## config.mk

```make
export PLATFORM = sky130hd
export DESIGN_NAME = spi_memory_access_sequencer
export DESIGN_NICKNAME = d
export VERILOG_FILES = /design/src/design/smas_pkg.sv /design/src/design/smas_front.sv /design/src/design/smas_queue.sv /design/src/design/smas_back.sv /design/src/design/spi_memory_access_sequencer.sv
export SDC_FILE = /design/constraint.sdc
export NUM_CORES = 1
export LEC_CHECK = 0
export ABC_AREA = 1
export BUFFER_PORTS_ARGS = -buffer_cell sky130_fd_sc_hd__buf_2
export CORE_MARGIN = 2
export CORE_UTILIZATION = 40
export CTS_CLUSTER_SIZE = 10
export DETAILED_ROUTE_END_ITERATION = 10
export SYNTH_ARGS = -nofsm -noshare
export SYNTH_HDL_FRONTEND = slang
export SYNTH_SLANG_ARGS = --single-unit
```

## constraint.sdc

```tcl
create_clock -name clk -period 4.1 [get_ports clk]
set_input_delay 0.205 -clock clk [delete_from_list [all_inputs] [get_ports clk]]
set_output_delay 0.205 -clock clk [all_outputs]
set_load 0.01 [all_outputs]
```

## src/design/smas_pkg.sv

```systemverilog
package smas_pkg;

	// Input opcodes.
	typedef enum logic [2:0] {
		OP_SRAM_RD = 3'd0,
		OP_SRAM_WR = 3'd1,
		OP_EE_RD   = 3'd2,
		OP_EE_WR   = 3'd3,
		OP_FLUSH   = 3'd4
	} smas_op_t;

	// Bus actions on the output stream.
	typedef enum logic [2:0] {
		ACT_DESEL_SHORT = 3'd0,
		ACT_DESEL_LONG  = 3'd1,
		ACT_SELECT      = 3'd2,
		ACT_SEND        = 3'd3,
		ACT_RECV        = 3'd4
	} smas_act_t;

	// Bus mode held between items. The write-enable mode only exists inside
	// one EEPROM write run, so it never needs to be stored.
	typedef enum logic [4:0] {
		MODE_NONE    = 5'b00001,
		MODE_SRAM_RD = 5'b00010,
		MODE_SRAM_WR = 5'b00100,
		MODE_EE_RD   = 5'b01000,
		MODE_EE_WR   = 5'b10000
	} smas_mode_t;

	localparam logic [7:0] CMD_READ  = 8'h03;
	localparam logic [7:0] CMD_WRITE = 8'h02;
	localparam logic [7:0] CMD_WREN  = 8'h06;
	localparam logic [7:0] RECV_FILL = 8'hFF;

	localparam int EE_PAGE_BYTES = 256;
	localparam int EE_PAGE_BITS  = $clog2(EE_PAGE_BYTES);

	// Slots of an action run, emitted from the lowest set slot upward.
	localparam int NUM_SLOTS = 12;
	localparam int SLOT_W    = $clog2(NUM_SLOTS);
	localparam logic [SLOT_W-1:0] SL_DESEL0 = 4'd0;
	localparam logic [SLOT_W-1:0] SL_DESEL1 = 4'd1;
	localparam logic [SLOT_W-1:0] SL_SELECT = 4'd2;
	localparam logic [SLOT_W-1:0] SL_WREN   = 4'd3;
	localparam logic [SLOT_W-1:0] SL_WDESEL = 4'd4;
	localparam logic [SLOT_W-1:0] SL_WSEL   = 4'd5;
	localparam logic [SLOT_W-1:0] SL_CMD    = 4'd6;
	localparam logic [SLOT_W-1:0] SL_ADDR2  = 4'd7;
	localparam logic [SLOT_W-1:0] SL_ADDR1  = 4'd8;
	localparam logic [SLOT_W-1:0] SL_ADDR0  = 4'd9;
	localparam logic [SLOT_W-1:0] SL_DATA   = 4'd10;
	localparam logic [SLOT_W-1:0] SL_PAGE   = 4'd11;

	typedef struct packed {
		logic [NUM_SLOTS-1:0] slots;
		logic                 desel_long;
		logic                 device;
		logic                 receive;
		logic [7:0]           cmd;
		logic [23:0]          address;
		logic [7:0]           write_data;
	} smas_job_t;

	localparam int Q_DEPTH = 4;
	localparam int Q_PTR_W = $clog2(Q_DEPTH);

	typedef struct packed {
		logic not_empty;
		logic full;
	} smas_q_stat_t;

	typedef struct packed {
		logic busy;
	} smas_back_stat_t;

endpackage

```

## src/design/smas_front.sv

```systemverilog
module smas_front
	import smas_pkg::*;
(
	input  logic        clk,
	input  logic        arst_n,
	input  logic        accept,
	input  logic [2:0]  opcode,
	input  logic [23:0] address,
	input  logic [7:0]  write_data,
	output smas_job_t   job,
	output logic        push
);

	smas_mode_t  mode_q, mode_d, want;
	logic [15:0] snext_q, snext_d;
	logic [23:0] enext_q, enext_d;

	always_comb begin
		job            = '0;
		job.address    = address;
		job.write_data = write_data;
		mode_d         = mode_q;
		snext_d        = snext_q;
		enext_d        = enext_q;
		want           = MODE_NONE;
		case (opcode)
			OP_SRAM_RD, OP_SRAM_WR: begin
				want        = (opcode == OP_SRAM_RD) ? MODE_SRAM_RD : MODE_SRAM_WR;
				job.receive = (opcode == OP_SRAM_RD);
				job.cmd     = (opcode == OP_SRAM_RD) ? CMD_READ : CMD_WRITE;
				job.slots[SL_DATA] = 1'b1;
				if (!(mode_q == want && snext_q == address[15:0])) begin
					job.slots[SL_DESEL0] = 1'b1;
					job.desel_long       = (mode_q == MODE_EE_WR);
					// Same mode but a jump in address: close, then reopen.
					job.slots[SL_DESEL1] = (mode_q == want);
					job.slots[SL_SELECT] = 1'b1;
					job.slots[SL_CMD]    = 1'b1;
					job.slots[SL_ADDR1]  = 1'b1;
					job.slots[SL_ADDR0]  = 1'b1;
				end
				mode_d  = want;
				snext_d = address[15:0] + 16'd1;
			end
			OP_EE_RD: begin
				job.receive = 1'b1;
				job.cmd     = CMD_READ;
				job.device  = 1'b1;
				job.slots[SL_DATA] = 1'b1;
				if (!(mode_q == MODE_EE_RD && enext_q == address)) begin
					job.slots[SL_DESEL0] = 1'b1;
					job.desel_long       = (mode_q == MODE_EE_WR);
					job.slots[SL_DESEL1] = (mode_q == MODE_EE_RD);
					job.slots[SL_SELECT] = 1'b1;
					job.slots[SL_CMD]    = 1'b1;
					job.slots[SL_ADDR2]  = 1'b1;
					job.slots[SL_ADDR1]  = 1'b1;
					job.slots[SL_ADDR0]  = 1'b1;
				end
				mode_d  = MODE_EE_RD;
				enext_d = address + 24'd1;
			end
			OP_EE_WR: begin
				job.cmd    = CMD_WRITE;
				job.device = 1'b1;
				job.slots[SL_DATA] = 1'b1;
				if (!(mode_q == MODE_EE_WR && enext_q == address)) begin
					job.slots[SL_DESEL0] = 1'b1;
					job.desel_long       = (mode_q == MODE_EE_WR);
					job.slots[SL_SELECT] = 1'b1;
					job.slots[SL_WREN]   = 1'b1;
					job.slots[SL_WDESEL] = 1'b1;
					job.slots[SL_WSEL]   = 1'b1;
					job.slots[SL_CMD]    = 1'b1;
					job.slots[SL_ADDR2]  = 1'b1;
					job.slots[SL_ADDR1]  = 1'b1;
					job.slots[SL_ADDR0]  = 1'b1;
				end
				enext_d = address + 24'd1;
				if (enext_d[EE_PAGE_BITS-1:0] == '0) begin
					job.slots[SL_PAGE] = 1'b1;
					mode_d             = MODE_NONE;
				end else begin
					mode_d = MODE_EE_WR;
				end
			end
			OP_FLUSH: begin
				if (mode_q == MODE_EE_WR) begin
					job.slots[SL_DESEL0] = 1'b1;
					job.desel_long       = 1'b1;
					mode_d               = MODE_NONE;
				end
			end
			default: begin
			end
		endcase
	end

	assign push = accept && (job.slots != '0);

	always_ff @(posedge clk or negedge arst_n) begin
		if (!arst_n) begin
			mode_q  <= MODE_NONE;
			snext_q <= '0;
			enext_q <= '0;
		end else if (accept) begin
			mode_q  <= mode_d;
			snext_q <= snext_d;
			enext_q <= enext_d;
		end
	end

endmodule

```

## src/design/smas_queue.sv

```systemverilog
module smas_queue
	import smas_pkg::*;
(
	input  logic         clk,
	input  logic         arst_n,
	input  logic         push,
	input  smas_job_t    push_job,
	input  logic         pop,
	output smas_job_t    head,
	output smas_q_stat_t stat
);

	smas_job_t          entry_q [Q_DEPTH];
	logic [Q_PTR_W-1:0] wr_ptr_q, rd_ptr_q;
	logic [Q_PTR_W:0]   count_q;

	assign head           = entry_q[rd_ptr_q];
	assign stat.not_empty = (count_q != '0);
	assign stat.full      = (count_q == (Q_PTR_W+1)'(Q_DEPTH));

	always_ff @(posedge clk) begin
		if (push) begin
			entry_q[wr_ptr_q] <= push_job;
		end
	end

	always_ff @(posedge clk or negedge arst_n) begin
		if (!arst_n) begin
			wr_ptr_q <= '0;
			rd_ptr_q <= '0;
			count_q  <= '0;
		end else begin
			if (push) begin
				wr_ptr_q <= wr_ptr_q + 1'b1;
			end
			if (pop) begin
				rd_ptr_q <= rd_ptr_q + 1'b1;
			end
			if (push && !pop) begin
				count_q <= count_q + 1'b1;
			end else if (pop && !push) begin
				count_q <= count_q - 1'b1;
			end
		end
	end

endmodule

```

## src/design/smas_back.sv

```systemverilog
module smas_back
	import smas_pkg::*;
(
	input  logic            clk,
	input  logic            arst_n,
	input  smas_job_t       head,
	input  smas_q_stat_t    q_stat,
	output logic            pop,
	output smas_back_stat_t stat,
	output logic            m_valid,
	input  logic            m_ready,
	output logic [2:0]      m_action,
	output logic            m_device,
	output logic [7:0]      m_byte,
	output logic            m_last
);

	logic [NUM_SLOTS-1:0] rem_q, low, rest;
	smas_job_t            cur_q;
	logic [SLOT_W-1:0]    idx;
	logic                 busy, advance;
	logic                 valid_q;
	smas_act_t            act;
	logic                 dev;
	logic [7:0]           byte_val;

	assign busy    = (rem_q != '0);
	assign low     = rem_q & (~rem_q + 1'b1);
	assign rest    = rem_q & ~low;
	assign advance = busy && (!valid_q || m_ready);
	assign pop     = q_stat.not_empty && (!busy || (advance && rest == '0));
	assign stat.busy = busy;

	always_comb begin
		idx = '0;
		for (int i = NUM_SLOTS - 1; i >= 0; i--) begin
			if (rem_q[i]) begin
				idx = SLOT_W'(i);
			end
		end
	end

	always_comb begin
		act      = ACT_SEND;
		dev      = 1'b0;
		byte_val = 8'd0;
		case (idx)
			SL_DESEL0: act = cur_q.desel_long ? ACT_DESEL_LONG : ACT_DESEL_SHORT;
			SL_DESEL1: act = ACT_DESEL_SHORT;
			SL_SELECT: begin
				act = ACT_SELECT;
				dev = cur_q.device;
			end
			SL_WREN:   byte_val = CMD_WREN;
			SL_WDESEL: act = ACT_DESEL_SHORT;
			SL_WSEL: begin
				act = ACT_SELECT;
				dev = 1'b1;
			end
			SL_CMD:    byte_val = cur_q.cmd;
			SL_ADDR2:  byte_val = cur_q.address[23:16];
			SL_ADDR1:  byte_val = cur_q.address[15:8];
			SL_ADDR0:  byte_val = cur_q.address[7:0];
			SL_DATA: begin
				if (cur_q.receive) begin
					act      = ACT_RECV;
					byte_val = RECV_FILL;
				end else begin
					byte_val = cur_q.write_data;
				end
			end
			SL_PAGE:   act = ACT_DESEL_LONG;
			default:   act = ACT_DESEL_SHORT;
		endcase
	end

	always_ff @(posedge clk) begin
		if (pop) begin
			cur_q <= head;
		end
		if (advance) begin
			m_action <= act;
			m_device <= dev;
			m_byte   <= byte_val;
			m_last   <= (rest == '0);
		end
	end

	always_ff @(posedge clk or negedge arst_n) begin
		if (!arst_n) begin
			rem_q   <= '0;
			valid_q <= 1'b0;
		end else begin
			if (pop) begin
				rem_q <= head.slots;
			end else if (advance) begin
				rem_q <= rest;
			end
			if (advance) begin
				valid_q <= 1'b1;
			end else if (m_ready) begin
				valid_q <= 1'b0;
			end
		end
	end

	assign m_valid = valid_q;

endmodule

```

## src/design/spi_memory_access_sequencer.sv

```systemverilog
// An item reaches the master side through the queue entry, the job load in the back and then
// the output register.
// The front takes one item per cycle while its four-entry queue has room; the back emits one beat per
// cycle, one per action, unless the master side stalls; an item holds 1 to 11 actions.
// Reset (arst_n low): bus mode returns to no device selected, both next addresses clear, and
// the queue and the output register empty.
module spi_memory_access_sequencer
	import smas_pkg::*;
(
	input  logic        clk,
	input  logic        arst_n,
	input  logic        s_tvalid,
	output logic        s_tready,
	input  logic [31:0] s_tdata,  // [23:0] address, [31:24] write_data
	input  logic [2:0]  s_tuser,  // [2:0] opcode
	output logic        m_tvalid,
	input  logic        m_tready,
	output logic [7:0]  m_tdata,  // [7:0] byte_value
	output logic [3:0]  m_tuser,  // [2:0] action, [3] device
	output logic        m_tlast   // last
);

	smas_job_t       job, head;
	logic            push, pop, accept;
	smas_q_stat_t    q_stat;
	smas_back_stat_t b_stat;

	assign s_tready = !q_stat.full;
	assign accept   = s_tvalid && s_tready;

	smas_front u_front (
		.clk        (clk),
		.arst_n     (arst_n),
		.accept     (accept),
		.opcode     (s_tuser),
		.address    (s_tdata[23:0]),
		.write_data (s_tdata[31:24]),
		.job        (job),
		.push       (push)
	);

	smas_queue u_queue (
		.clk      (clk),
		.arst_n   (arst_n),
		.push     (push),
		.push_job (job),
		.pop      (pop),
		.head     (head),
		.stat     (q_stat)
	);

	smas_back u_back (
		.clk      (clk),
		.arst_n   (arst_n),
		.head     (head),
		.q_stat   (q_stat),
		.pop      (pop),
		.stat     (b_stat),
		.m_valid  (m_tvalid),
		.m_ready  (m_tready),
		.m_action (m_tuser[2:0]),
		.m_device (m_tuser[3]),
		.m_byte   (m_tdata),
		.m_last   (m_tlast)
	);

	a_no_push_when_full: assert property (@(posedge clk) disable iff (!arst_n)
		!(push && q_stat.full))
		else $error("queue written while full");

	a_no_pop_when_empty: assert property (@(posedge clk) disable iff (!arst_n)
		pop |-> q_stat.not_empty)
		else $error("queue read while empty");

	a_drain_goes_idle: assert property (@(posedge clk) disable iff (!arst_n)
		(!b_stat.busy && !q_stat.not_empty && m_tvalid && m_tready) |=> !m_tvalid)
		else $error("beat shown with no work pending");

endmodule
```

# Yosys cells after proc, flatten, opt, wreduce, memory -nomap -nowiden
# Memory sizes are Yosys's and may differ from the RTL's.
# Cells that the tools add are included.
# totals
out_inout_bits,15
ramBits,220
in_bits,39
mem_count,1
ff_bits,121
# op_classes
n_eq_ne,20
n_bitwise,4
reduce_logical,35
n_mux,51
n_addsub,7
# mem_list
name,depth,width,rd,rd_clocked_by_memory_dff,wr,line,source
u_queue.entry_q,4,55,1,0,1,smas_queue.sv:13,smas_job_t entry_q [Q_DEPTH];
# ops
op,count
2-to-1 mux 4 bit,15
one-hot mux 8 bit (6 select lines),1
"adder 24 x 1 -> 24 bit, second input constant",1
bitwise AND 12 bit,2
equality test 24 bit,1
2-to-1 mux 12 bit,2
NOT 12 bit,2
one-hot mux 8 bit (3 select lines),1
nonzero test 12 bit,2
one-hot mux 5 bit (4 select lines),1
"adder 16 x 1 -> 16 bit, second input constant",1
equality test 16 bit,1
"equality test 4 bit, second input constant",4
2-to-1 mux 8 bit,2
2-to-1 mux 3 bit,5
one-hot mux 3 bit (5 select lines),1
"adder 12 x 1 -> 12 bit, second input constant",1
"equality test 4 x 3 -> 1 bit, second input constant",3
zero test 12 bit,1
logical AND 1 bit,10
2-to-1 mux 1 bit,10
2-to-1 mux 5 bit,2
one-hot mux 3 bit (3 select lines),1
"equality test 4 x 2 -> 1 bit, second input constant",2
other kinds (26),45

# Depth between registers and ports, before layout
# depth
depth_word,15
mapped_depth,16
depth_no_buf,16

# Modules after synthesis
# A second synthesis with hierarchy kept.
# unflattened
hier_cells,1539
area_unflattened_um2,16399.5
# modules_own_cells
module,n_inst,area_each_um2,seq_area_each_um2,cells_per_inst
smas_queue,1,9614.2,6781.5,691
smas_front,1,3539.6,1127.3,538
smas_back,1,3231.8,2006.9,307
spi_memory_access_sequencer,1,13.8,0.0,3

# Worst setup path before layout
# Ideal clock, no wire load.
# synth_path
path_kind,flip-flop to flip-flop
from,register u_front.mode_q[1]
to,"memory u_queue.entry_q[0][0] (netlist name), enable pin"
path_buffers,0
synth_period_minus_slack_ns,3.450
setup_ns,0.442
arrival_time_ns,3.008
path_stages_with_launch,8
slack_ns,0.650
required_time_ns,3.658
path_cell_list,dfrtp_1 -> nor2_1 -> nand2_1 -> nor3_1 -> inv_1 -> nand2_1 -> nand2_1 -> nor2_1
# synth_between
elab_chain_len,8
elab_cells_between_ends,25
# synth_rtl
element,line,source
"start, declared",smas_front.sv:14,"smas_mode_t mode_q, mode_d, want;"
"start signal, assigned",smas_front.sv:107,mode_q <= mode_d;
"equality test 5 bit, or another cell as far along","smas_front.sv:67, smas_front.sv:88",
"logical AND 1 bit, on equally long branches","smas_front.sv:67, smas_front.sv:32, smas_front.sv:50",
"2-to-1 mux 2 bit, or another cell as far along",smas_front.sv:67,if (!(mode_q == MODE_EE_WR && enext_q == address)) begin
"one-hot mux 2 bit (4 select lines), or another cell as far along",smas_front.sv:26,case (opcode)
nonzero test 12 bit (*),smas_front.sv:99,assign push = accept && (job.slots != '0);
logical AND 1 bit (*),smas_front.sv:99,
2-to-1 mux 1 bit (*),smas_queue.sv:22,if (push) begin
2-to-1 mux 1 bit (not written as such) (*),smas_queue.sv:23,entry_q[wr_ptr_q] <= push_job;
"end, declared",smas_queue.sv:13,
# Every way passes the cells marked *; elsewhere a longest branch is shown, timed or not.

# Worst setup path after layout
# layout_path
from,register u_front.mode_q[1]
to,register u_queue.count_q[2]
# layout_between
elab_chain_len,9
elab_cells_between_ends,28
# layout_rtl
element,line,source
"equality test 5 bit, or another cell as far along","smas_front.sv:67, smas_front.sv:88",
"logical AND 1 bit, on equally long branches","smas_front.sv:67, smas_front.sv:32, smas_front.sv:50",
"2-to-1 mux 2 bit, or another cell as far along",smas_front.sv:67,
"one-hot mux 2 bit (4 select lines), or another cell as far along",smas_front.sv:26,
nonzero test 12 bit (*),smas_front.sv:99,
logical AND 1 bit (*),smas_front.sv:99,
net push,spi_memory_access_sequencer.sv:24,"logic push, pop, accept;"
zero test 1 bit,smas_queue.sv:41,end else if (pop && !push) begin
logical AND 1 bit,smas_queue.sv:41,
nonzero test 2 bit (no source line),-,
"end signal, assigned",smas_queue.sv:40,count_q <= count_q + 1'b1;
"end signal, assigned",smas_queue.sv:42,count_q <= count_q - 1'b1;
"end, declared",smas_queue.sv:15,logic [Q_PTR_W:0] count_q;
# The timed path passes the listed nets; every way through them passes the cells marked *.
# A chain may end at the register's enable or synchronous reset.

==> results.txt <==
- Dividing the detail-routed wire length by the instance count gives 17.0 um.
* CTS H-tree depth: 2
* First drt pass iteration count: 5
* Number of rows in the core area: 64
* Total routing resource utilization after global routing: 0.171
* Total clock sinks: 282
* Horiz. Die Dim: 180 um
- The share of total power dissipated in the clock network is 0.273.
* Relative contribution of combinational cells to total power: 0.297
* Number of instances resized during post-cts repair: 0
* Achievable frequency: 341 MHz
- The share of total power dissipated in sequential elements is 0.431.
- Switching share of power: 0.345
* Total standard cell area after synthesis: 0.0124 mm^2
* # nets final: 1233
* Total via count in the routed design: 8116
* Detailed Route Iter0 Violations: 644
- Leaving out fill and tap cells, the most frequent cell in the layout is edfxtp_1.
* Initial antenna violation count: 2
* Sum of net half-perimeters after detailed placement: 17800 um
* Via count of the first global-routing pass: 8096
- Dominant cell type by area after synthesis: edfxtp_1
- Warning count from the yosys run: 0
- Hold Crit Start: s_tdata[18]
- Tot Pwr: 9.75 mW
- Critical Path AT: 3.28 ns
- In this design, the stage delay of the slowest critical-path cell is 0.41 ns.
- First-pass GRT wire length: 44000 um
- The worst pin sits at a relative slew slack of 0.356.
- CTS tree: built
- The clock passes through at most 3 buffers.
- For the worst setup path, the data required time is 4.45 ns.
- STA classifies the critical path startpoint as a register.
* Hold Vio Cnt, Final: 0
- Share of cells above drive strength 1: 0.123
- In this run the static leakage power is 5.35 nW.
* Cell-internal power: 6.39 mW
* Routed WL: 27300 um
- The share of synthesized area in the top cell type comes to 0.527.
- # setup viols final: 0
* Final count of pins violating max slew: 0
- Total CTS buffers: 35
- The tightest min-delay check is of the in -> reg type.
- Cell class contributing the biggest share of worst-path delay: simple AND/OR/NAND/NOR gates
* Setup repair after global routing missed its margin: no
- At the pin with the least slew margin, the transition time is 0.966 ns.
- Switching power of the nets: 3.37 mW
- Hold timing on the final database bottoms out at a slack of 0.0302 ns.
- For this design the ratio of total power to cell area is 691 mW/mm^2.
- Die Y: 180 um
* Syn-to-layout area delta: 14.2%
- Of the available clock period, the critical path in the final layout requires 0.714.
- The cell count after synthesis came out at 1126.
* Chain of cells forming the critical path: nor2_1, nand2_1, nor3_1, inv_1, nand2_1, nand2_1, inv_2, ha_1, inv_1, fa_1, a21oi_1, o21ai_0, xor2_1
* Commonest non-fill, non-tap cells in the layout: edfxtp_1 (217), nand2_1 (189), nor2_1 (139), o21ai_0 (125), inv_1 (75)
- Averaged over all synthesized cells, the footprint is 11.0 um^2.
* DR DRC count: 0
- In this run the remaining antenna-violating nets after routing total 0.
- Counting stages on the worst path, the most repeated cell is nand2_1.
- RR Endpoint: u_queue.count_q[2]$_DFFE_PN0P_
* Core ar.: 0.0305 mm^2
* Congestion Overflow GR: 0
* Worst-path cell with the longest stage delay: dfrtp_1
- Fraction of the core area covered by cells at the end of the flow: 0.463
* Maximum fanout count along the critical path: 10
- The share of the Yosys chip area taken by registers is 0.659.
- In this run, post-CTS hold repair placed 9 buffers.
- Min Tclk post-route: 2.93 ns
- Clock transition at the registers of the reported paths: 0.05 ns
- Syn Nets: 1173
* Yosys cell types: 43
- The congestion estimate from routability-driven global placement came to 0.853.
- In this run, synthesis produced a sequential element count of 282.
- For this design the top-level I/O count stands at 54.
- Insertion delay of the later-clocked pin in the worst-skew pair: 0.50 ns
- The startpoint identified for the worst register-to-register timing path is u_front.mode_q[1]$_DFFE_PN0P_.
* Post-DR vias/cell: 5.06
- Together, buffers and inverters on the worst path number 3.
- In this run the clock root is driven by a clkbuf_16.
* Worst-case clock skew: 0.0191 ns
* Run status: finished clean
- Kind of end point of the critical path: register
- Fill count: 2805
- Across the run, the number of max-cap violations was 0.
- The die covers 0.0323 mm^2.
- Buffers placed on the I/O ports in this run total 53.
- Max IR drop VDD: 285 uV
- Setup slack on the worst reg-to-reg path comes out at 1.17 ns.
- R2R depth: 13
* Post-CTS setup buffer count: 0
- Largest cells by area after synthesis: edfxtp_1 (53%), dfrtp_1 (13%), nand2_1 (5.7%)
- The initial utilization of the core area, before any placement, comes to 0.405.
* Crit path from: u_front.mode_q[1]$_DFFE_PN0P_
- Entering global routing, the biggest net connects 86 pins.
* Sum of negative setup slack: 0 ns
- Crit path kind: reg -> reg
- Following the worst setup path forward leads to its endpoint at u_queue.count_q[2]$_DFFE_PN0P_.
- Crit path depth: 13
-- kinds of logic (layout without fill, tap and decap cells) --
kind of cell	count (synthesis)	in the layout	share of synthesized area
fa+ha+maj	8	8	0.00870
compound gates	188	188	0.0818
buf+inv	131	212	0.0412
other cells	0	2	0
simple gates	459	459	0.169
flops	282	282	0.659
xor+xnor	58	58	0.0411
-- worst min path at each step --
stage	to	slack [ns]	cells after the start
after floorplan	u_back.m_valid$_DFFE_PN0P_	-0.09	0
after global placement	u_back.rem_q[2]$_DFFE_PN0P_	0.41	1
after detailed placement	u_back.rem_q[2]$_DFFE_PN0P_	0.41	1
after CTS	u_queue.entry_q[0][26]$_DFFE_PP_	0.01	1
after global routing	u_queue.entry_q[0][20]$_DFFE_PP_	0.03	1
final	u_queue.entry_q[0][26]$_DFFE_PP_	0.03	1
-- layer usage --
| metal | GRT usage | vias up | routed length (um) |
|---|---|---|---|
| met2 | 0.285 | 176 | 13000 |
| li1 | - | 4005 | - |
| met5 | 0 | - | 0 |
| met1 | 0.234 | 3898 | 12600 |
| met3 | 0.0284 | 37 | 1150 |
| met4 | 0.0449 | 0 | 518 |
-- final cells by class --
class                   instances  area [um^2]  share of cell area
flip-flops and latches        282         8150               0.577
inverters                      83          317              0.0224
well taps                     396          495              0.0351
diodes                          2         5.00            0.000355
repair buffers                 71          438              0.0310
multi-input cells             713         3740               0.265
clock buffers                  53          943              0.0668
clock inverters                 5         30.0             0.00213
-- power groups by stage --
stage	Sequential (mW)	Clock [mW]	Combinational (mW)
after floorplan	4.22	0	2.06
after global placement	4.24	0	2.86
after CTS	4.20	2.73	2.92
after global routing	4.26	2.85	3.28
final	4.20	2.66	2.90
after detailed placement	4.26	0	2.91
-- synth_stat cells (all sizes together) --
cell,instances
nor3,9
inv,83
clkbuf,42
nor3b,2
buf,6
nand4,34
or2,8
edfxtp,217
dfstp,1
o2111ai,1
o22ai,42
nand2,197
nand3b,1
fa,1
o21ai,134
and2,1
ha,7
nand3,48
nor4,2
dfrtp,64
xnor2,40
xor2,18
a21oi,10
o211ai,1
nor2,157
-- sequential cells by signal (all words and copies together) (netlist names), 3 cells and up --
register         count
u_queue.entry_q    168
u_back.m_byte        8
u_queue.count_q      3
u_back.cur_q        36
u_front.enext_q     24
u_front.mode_q       5
u_back.m_action      3
u_back.rem_q        12
u_front.snext_q     16
-- metrics by stage --
stage                     instances  worst slack, ns  area [um^2]
after detailed placement       1536             1.22        13000
after global routing           1605            0.865        14100
after floorplan                1126            0.650        12400
final                          1605             1.17        14100
after global placement         1536             1.28        13000
after CTS                      1603             1.21        14100
Note: power is estimated with default switching activity, not from simulation.
